===== src/rtl/iirdf1_pkg.sv =====
// Shared types and constants for the direct form I IIR filter.
// No dependencies; imported by every module of the filter.
`default_nettype none

package iirdf1_pkg;

  // Word widths (Q16.16 samples, Q2.30 coefficients).
  localparam int DataW     = 32;
  localparam int CoeffW    = 32;
  localparam int ProdW     = DataW + CoeffW;   // Q18.46 product
  localparam int TermW     = ProdW + 1;        // forward minus feedback product
  localparam int AccW      = ProdW + 3;        // seven products plus rounding
  localparam int FracShift = 30;               // Q x.46 down to Q x.16
  localparam int RoundW    = AccW - FracShift; // rounded sum before saturation

  // History depth and tap limits.
  localparam int HistDepth       = 3;
  localparam int MaxTaps         = HistDepth + 1;
  localparam int DefForwardTaps  = 4;
  localparam int DefFeedbackTaps = 4;

  // Coefficient register file.
  localparam int NumRegs = 2 * HistDepth + 1;
  localparam int CfgIdxW = 3;

  // Register indexes.
  localparam int RegFwd0 = 0;   // b[0]..b[3] at 0..3
  localparam int RegFb1  = 4;   // a[1]..a[3] at 4..6

  localparam logic signed [CoeffW-1:0] CoeffOne = 32'sh4000_0000;  // 1.0 in Q2.30

  typedef logic signed [DataW-1:0]  sample_t;
  typedef logic signed [CoeffW-1:0] coeff_t;
  typedef logic signed [TermW-1:0]  term_t;
  typedef logic signed [AccW-1:0]   acc_t;

  typedef struct packed {
    sample_t data;
    logic    sat;
  } result_t;

endpackage

`default_nettype wire


===== src/rtl/iirdf1_round_sat.sv =====
// Round-half-up of the Q x.46 sum into Q16.16, then saturate to 32 bits.
// Depends on iirdf1_pkg.
`default_nettype none

module iirdf1_round_sat (
  input  iirdf1_pkg::acc_t    acc_i,
  output iirdf1_pkg::result_t res_o
);
  import iirdf1_pkg::*;

  localparam acc_t RoundHalf = {{(AccW - FracShift + 1){1'b0}}, {(FracShift - 1){1'b0}}}
                               | (acc_t'(1) <<< (FracShift - 1));

  acc_t                      rounded;
  logic signed [RoundW-1:0]  scaled;
  logic                      fits;

  always_comb begin
    rounded = acc_i + RoundHalf;
    scaled  = rounded[AccW-1:FracShift];
    // fits when all bits above the output sign agree with it
    fits    = (scaled[RoundW-1:DataW-1] == '0) || (scaled[RoundW-1:DataW-1] == '1);
    res_o.sat = !fits;
    if (fits) begin
      res_o.data = scaled[DataW-1:0];
    end else if (scaled[RoundW-1]) begin
      res_o.data = {1'b1, {(DataW-1){1'b0}}};
    end else begin
      res_o.data = {1'b0, {(DataW-1){1'b1}}};
    end
  end

endmodule

`default_nettype wire


===== config.mk =====
export PLATFORM = sky130hd
export DESIGN_NAME = iirdf1_round_sat
export DESIGN_NICKNAME = d
export VERILOG_FILES = /design/src/rtl/iirdf1_pkg.sv /design/src/rtl/iirdf1_round_sat.sv
export SDC_FILE = /design/constraint.sdc
export NUM_CORES = 1
export LEC_CHECK = 0
export ABC_AREA = 0
export BUFFER_PORTS_ARGS = -buffer_cell sky130_fd_sc_hd__buf_2
export CORE_MARGIN = 1.5
export CORE_UTILIZATION = 35
export DETAILED_ROUTE_END_ITERATION = 7
export PLACE_DENSITY = 0.81
export SKIP_LAST_GASP = 1
export SLEW_MARGIN = 10
export SYNTH_ARGS = -nofsm -noshare
export SYNTH_HDL_FRONTEND = slang
export SYNTH_SLANG_ARGS = --single-unit

===== constraint.sdc =====
create_clock -name vclk -period 6.1
set_clock_uncertainty 0.2 [all_clocks]
set_input_delay 0.305 -clock vclk [all_inputs]
set_output_delay 0.305 -clock vclk [all_outputs]
set_load 0.005 [all_outputs]

## Word-level counts from Yosys, hierarchy flattened

Cells that the tools add are included.

| operators by class | value |
|---|---|
| eq/ne operators | 1 |
| reduce and logical (&&, ||, !) cells | 3 |
| multiplexer cells | 2 |
| add/subtract/negate cells | 1 |

Operators by type and width:

| operator | number |
|---|---|
| $add 67x31->67 const B | 1 |
| $mux 32 | 2 |
| $eq 6x6->1 const B | 1 |
| $logic_not 6->1 | 1 |
| $logic_not 1->1 | 1 |
| $logic_or 1x1->1 | 1 |

| word-level totals | value |
|---|---|
| flip-flop bits (word level) | 0 |
| output and inout port bits | 33 |
| input port bits | 67 |
| logic and storage cells | 7 |

## Longest topological paths before layout

Gate-level depths: netlist (run 1).

| logic depth | value |
|---|---|
| depth after elaboration | 4 |
| depth in mapped cells | 9 |
| mapped depth without buffers | 7 |

## Least setup slack after synthesis (run 1)

No wires, ideal clock.

| path | value |
|---|---|
| path type | input port to output port |
| start | in acc_i[33] |
| end | out res_o[1] (netlist bit) |
| stages on the path | 8 |
| slack | 3.468 ns |
| data required time | 5.595 ns |
| arrival | 2.127 ns |
| path buffers | 2 |
| cell sequence | nand3_1 or4_1 buf_2 nor4_4 o2111ai_2 a21oi_2 buf_6 o22ai_1 |

RTL lines:

| what | RTL line | source |
|---|---|---|
| start: declaration | iirdf1_round_sat.sv:6 | `input iirdf1_pkg::acc_t acc_i,` |
| end: declaration | iirdf1_round_sat.sv:7 | `output iirdf1_pkg::result_t res_o` |

==> results of run 1 <==
-- power breakdown --
| group | switching, mW | internal, mW |
|---|---|---|
| registers | 0 | 0 |
| clock network | 0 | 0 |
| logic | 0.0463 | 0.0390 |
| total | 0.0463 | 0.0390 |
-- critical path: stages --
cell	delay, ns
buf_2	0.12
nand3_1	0.23
or4_1	0.76
a2111o_1	0.36
a21oi_1	0.71
nor3_2	0.15
buf_4	0.26
nor3_1	0.28
buf_2	0.17
-- cell type report --
type                            count  area (um^2)  area share
Timing Repair Buffer               72          363       0.229
Multi-Input combinational cell    168         1140       0.720
Tap cell                           46         57.6      0.0364
Inverter                            6         22.5      0.0142
-- final timing paths --
| path | depth (start not counted) | startpoint | to |
|---|---|---|---|
| max | 9 | acc_i[33] | res_o[31] |
| min | 5 | acc_i[47] | res_o[18] |
-- cells in the final DEF (no fill, tap or decap), drive strengths merged, types with 2 or more instances in the layout --
| cell type | Yosys | routed |
|---|---|---|
| xnor2 | 14 | 14 |
| nor4 | 4 | 4 |
| nor2 | 13 | 13 |
| or4 | 2 | 2 |
| nand3 | 12 | 12 |
| o22ai | 11 | 11 |
| and2 | 4 | 4 |
| nand4 | 7 | 7 |
| a211oi | 4 | 4 |
| a31oi | 11 | 11 |
| o31ai | 10 | 10 |
| buf | 9 | 72 |
| o21ai | 10 | 10 |
| and3 | 6 | 6 |
| xor2 | 16 | 16 |
| a21oi | 4 | 4 |
| inv | 6 | 6 |
| nand2 | 13 | 13 |
| nor3 | 13 | 13 |
| and4 | 6 | 6 |
-- per-stage QoR --
step                hold WS [ns]  instances
CTS                        0.801        292
detailed placement         0.800        292
floorplan                  0.568        187
finish                     0.797        292
global placement           0.789        292
global route               0.831        292
-- layer usage --
layer | GRT usage | part of all wire
met4 | 0.0278 | 0.011
met5 | 0 | 0
met2 | 0.329 | 0.47
met1 | 0.290 | 0.46
met3 | 0.0126 | 0.060
-- kinds of logic (layout without fill, tap and decap cells) --
logic type / Yosys count / after routing
xor gates and xnor gates: 30 / 30
buffers and inverters: 19 / 78
AOI/OAI and AO/OA: 55 / 55
adders and majority gates: 1 / 1
and+or+nand+nor: 82 / 82
==> metrics, run 1 <==
largest family of logic cells by synthesized area simple AND/OR/NAND/NOR gates; status completed; Worst Max-Slew Pin Slew 0.937 ns; pin count of the biggest net entering global routing 24; post-DR vias/cell 5.67; compound-gate portion of the synthesized area 0.295; peak supply drop about 0.017 mV; fin crit period roughly 3.8 ns; antenna viol nets, final 0; vias in the first global route 1442; Post-synth top cells 16 x xor2_1, 14 x xnor2_1, 13 x nand2_1; Area growth syn-to-layout 27.0%; # hold bufs at CTS 0; setup TNS 0 ns; detailed-route wire length per cell 13.7 um; CLK BUF 0; yosys warns 0; Core ar. 3360 um^2; Overflow after GRT 0; Die H about 63 um; Setup crit end kind output pin; critical path peak fanout 19; Fillers around 380; GP Congestion 0.907; post-CTS setup buffers 0; antenna violations before repair 0; Total GRT Usage 0.200; Min-Delay Path Class input port to output pin; sequential area share after synthesis 0; CTS-repair resized insts 0; most frequent cell after synthesis xor2_1; Max-Cap Viols 0; Detail Placement HPWL 3130 um; layout cells sized above 1 0.333; RSZ-0062 raised after global routing no; Post-DP Area about 1600 um^2; Slew HR 0.375; endpoints failing setup 0; Nets roughly 320; Cell variety after synth 39; Post-Syn Instances around 190; area share of the largest cell type after synthesis 0.113; n_diodes 0; Synth Area per Inst between 6 and 7 um^2; Core Util, Final 0.470; Worst Path Arrival around 3.3 ns; LEAKAGE between 0.6 and 0.7 nW; die outline width 62.6 um; DRT iter0 DRCs 94; IO buf count 71; total power draw ~0.085 mW; Final period util 0.631; Detailed Route WL 4010 um; post-synthesis simple-gate area fraction 0.398; first drt pass iteration count 5; FF+latch count 0; Die Footprint around 4000 um^2; Peak Freq 0.260 GHz; Synth area leader xor2_1; top post-synthesis cells by area xor2_1 11%, xnor2_1 9.8%, o31ai_1 6.0%, a31oi_1 5.5%, o22ai_1 5.5%; Synth Area in XOR/XNOR 0.211; final hold violations 0; setup ws final between 2 and 2.5 ns; Post-Place Setup Slack 2.33 ns; I/O pin total 100; first-pass GRT wire length 6750 um; finished layout cell area ~1600 um^2; initial core utilization 0.370; # rows 21; pwr dens between 50 and 60 nW/um^2; storage element area 0 um^2; Startpoint Class input port; Final Slew Violations 0; DRC Markers 0; Synth Area in Adders 0.0101; synthesized cell area ~1200 um^2; mux cell area share after synthesis 0; Post-Syn Nets about 260; vias around 1700; critical path class input port to output pin; Critical Path RT between 5 and 6 ns
Power figures use the tool's default switching activity.
==> inputs of run 2 (changes only) <==
- PLACE_DENSITY: 0.81 -> 0.84
- clock period: 6.1 -> 3.5 ns (I/O delays scaled with it)
==> metrics, run 2 (synthesized netlist as in run 1, its figures left out) <==
Detail Placement HPWL around 3400 um; antenna viol nets, final 0; vias in the first global route between 1500 and 2000; Max-Cap Viols 0; slowest stage delay, CP about 0.70 ns; Crit path max-delay family simple AND/OR/NAND/NOR gates; post-DR vias/cell between 5 and 6; Setup crit end kind output pin; pin count of the biggest net entering global routing 24; endpoints failing setup 0; critical path class input port to output pin; CTS-repair resized insts 0; NetSw 0.0824 mW; Sequential Power Share 0; fin crit period about 3 ns; Final Non-Filler Cells 300; commonest non-fill, non-tap cell in the layout buf_2; Hold Path Sink res_o[24]; critical path peak fanout 19; DRT iter0 DRCs 180; Total GRT Usage 0.209; Final period util 0.861; n_diodes 0; Post-DP Area around 1600 um^2; Peak Freq about 0.33 GHz; Hold Startpoint acc_i[53]; Die H around 63 um; Min-Delay Path Class input port to output pin; CP max stage cell or4_1; post-CTS setup buffers 0; IO buf count 71; RSZ-0062 raised after global routing no; storage element area 0 um^2; detailed-route wire length per cell 13.9 um; Gate power share 1.000; Overflow after GRT 0; status completed; Critical Path RT between 3 and 4 ns; Setup crit start acc_i[36]; finished layout cell area roughly 1600 um^2; Slew HR 0.581; Hold Path Stages 4; Fillers approximately 380; clock power share 0; final hold violations 0; Buf+Inv Stages, Crit Path 3; Nets 324; Core ar. around 3400 um^2; # rows 21; layout cells sized above 1 0.354; FF+latch count 0; LEAKAGE roughly 0.67 nW; vias 1737; Net Sw Frac 0.540; Worst Path Arrival ~2.6 ns; Die Footprint ~3900 um^2; GP Congestion about 0.9; area of the multi-input gates roughly 1100 um^2; pwr dens just over 90 nW/um^2; CP Cell Sequence buf_2, nand4_1, or4_1, nor4_4, nor2_4, nor3_2, buf_4, o22ai_1, buf_2; P_int between 0.07 and 0.08 mW; # hold bufs at CTS 0; crit-path most repeated cell buf_2; Core Util, Final 0.488; Startpoint Class input port; Worst Max-Slew Pin Slew approximately 0.63 ns; initial core utilization 0.370; setup TNS 0 ns; total power draw 0.152 mW; CLK BUF 0; peak supply drop approximately 0.037 mV; die outline width approximately 63 um; Final Slew Violations 0; I/O pin total 100; Area growth syn-to-layout 31.9%; DRC Markers 0; Detailed Route WL around 4200 um; antenna violations before repair 0; most frequent cells in the layout 71 x buf_2, 16 x xor2_1, 14 x xnor2_1, 13 x nand2_1; first drt pass iteration count 4; first-pass GRT wire length just over 7000 um; dpl cells 300
==> run 2: final cells by class <==
class              instances  share of cell area
inverters                  6              0.0137
multi-input cells        168               0.694
well taps                 46              0.0351
repair buffers            80               0.258
==> run 2: power groups by stage <==
stage / Combinational [mW] / Clock, mW / Sequential [mW]
2_1_floorplan: 0.0785 / 0 / 0
3_3_place_gp: 0.149 / 0 / 0
3_5_place_dp: 0.151 / 0 / 0
4_1_cts: 0.152 / 0 / 0
5_1_grt: 0.169 / 0 / 0
6_report: 0.152 / 0 / 0
==> run 2: worst min-delay path, cell delays in order <==
cell and delay (ns):
buf_2 0.10, xnor2_1 0.11, o22ai_1 0.06, buf_2 0.12
==> run 2: worst max-delay path by stage <==
stage / to / slack (ns) / cells past startpoint
2_1_floorplan: res_o[1] / 1.13 / 8
3_3_place_gp: res_o[22] / 0.51 / 9
3_5_place_dp: res_o[1] / 0.51 / 9
4_1_cts: res_o[22] / 0.50 / 9
5_1_grt: res_o[22] / 0.31 / 9
6_report: res_o[1] / 0.49 / 9
==> run 2: metal layers <==
layer | vias up | global-route usage | share of wire
met4 | 0 | 0.0361 | 0.0050
li1 | 851 | - | -
met1 | 821 | 0.283 | 0.45
met5 | - | 0 | 0
met3 | 2 | 0.0252 | 0.069
met2 | 63 | 0.358 | 0.48
==> run 2: per-stage QoR <==
stage / setup WS, ns / hold slack [ns]
global placement: 0.507 / 0.532
detailed placement: 0.513 / 0.540
floorplan: 1.13 / 0.308
finish: 0.485 / 0.543
global route: 0.309 / 0.575
CTS: 0.500 / 0.543
==> inputs of run 3 (changes only) <==
- BUFFER_PORTS_ARGS: -buffer_cell sky130_fd_sc_hd__buf_2 -> -buffer_cell sky130_fd_sc_hd__clkbuf_2
==> metrics, run 3 (synthesized netlist as in run 1, its figures left out) <==
Final Slew Violations 0; CLK BUF 0; n_diodes 0; Nets 324; FF+latch count 0; antenna viol nets, final 0; hold_ws ~0.54 ns; Startpoint Class input port; post-DR vias/cell 5.67; commonest non-fill, non-tap cell in the layout clkbuf_2; Slew HR 0.409; Worst Path Arrival between 2 and 3 ns; finished layout cell area roughly 1600 um^2; fin crit period roughly 3.1 ns; vias in the first global route ~1500; RSZ-0062 raised after global routing no; detailed-route wire length per cell around 13 um; Detailed Route WL approximately 4000 um; I/O pin total 100; first drt pass iteration count 4; DRT iter0 DRCs 81; endpoints failing setup 0; Area growth syn-to-layout 31.9%; dpl cells 300; Die H 62.6 um; storage element area 0 um^2; GP Congestion around 0.97; most frequent cells in the layout 71 x clkbuf_2, 16 x xor2_1, 14 x xnor2_1, 13 x nand2_1; setup TNS 0 ns; first-pass GRT wire length ~6700 um; Post-DP Area between 1500 and 2000 um^2; pwr dens approximately 93 nW/um^2; Critical Path RT ~3.1 ns; Min-Delay Path Class input port to output pin; Setup crit end kind output pin; Final Non-Filler Cells 300; critical path class input port to output pin; initial core utilization 0.370; layout cells sized above 1 0.354; Max-Cap Viols 0; status completed; die outline width roughly 63 um; antenna violations before repair 0; total power draw roughly 0.15 mW; Core ar. roughly 3400 um^2; Total GRT Usage 0.198; pin count of the biggest net entering global routing 24; grt met2 use 0.347; critical path peak fanout 17; Die Footprint 3920 um^2; GR Util met1 0.271; Peak Freq between 0.3 and 0.4 GHz; IO buf count slightly above 70; Detail Placement HPWL 3290 um; LEAKAGE between 0.6 and 0.7 nW; GRT met3 Usage 0.0126; CTS-repair resized insts 0; vias between 1500 and 2000; peak supply drop approximately 0.026 mV; Final period util 0.874; # rows 21; busiest grt layer met2; post-CTS setup buffers 0; final hold violations 0; # hold bufs at CTS 0; Overflow after GRT 0; Worst Max-Slew Pin Slew 0.887 ns; DRC Markers 0; Fillers 370
## run 3: cell types whose count changed in the layout (fill, tap and decap cells not counted)
cell and delta:
buf_2 -71, clkbuf_2 +71
## run 3: report_power, final
part	internal, mW	leakage, nW	total, mW	switching [mW]
combinational	0.0703	0.693	0.153	0.0832
sequential	0	0	0	0
clock	0	0	0	0
total	0.0703	0.693	0.153	0.0832
## run 3: worst max-delay path: stages
cell	delay [ns]
clkbuf_2	0.12
nand3_1	0.22
or4_1	0.74
o31a_1	0.40
nor2_4	0.30
nor3_2	0.10
buf_4	0.23
nor3_1	0.24
clkbuf_2	0.15
## run 3: layout make-up
cell class,count,area (um^2),area share
repair buffers,80,423,0.258
inverters,6,22.5,0.0137
multi-input cells,168,1140,0.694
well taps,46,57.6,0.0351
## run 3: worst paths after layout
path                       from         to  cells past startpoint
worst max-delay path  acc_i[33]  res_o[22]                      9
worst min-delay path  acc_i[47]  res_o[18]                      5
## run 3: stage by stage
stage | setup WS (ns) | utilization
floorplan | 1.13 | -
global placement | 0.467 | 0.488
detailed placement | 0.430 | 0.488
CTS | 0.420 | 0.488
global route | 0.271 | 0.488
finish | 0.442 | 0.488
## run 3: per-layer routing
metal / up-vias / share of wire
met2: 70 / 0.48
met4: 0 / 0.0055
met5: - / 0
li1: 855 / -
met1: 773 / 0.44
met3: 4 / 0.066
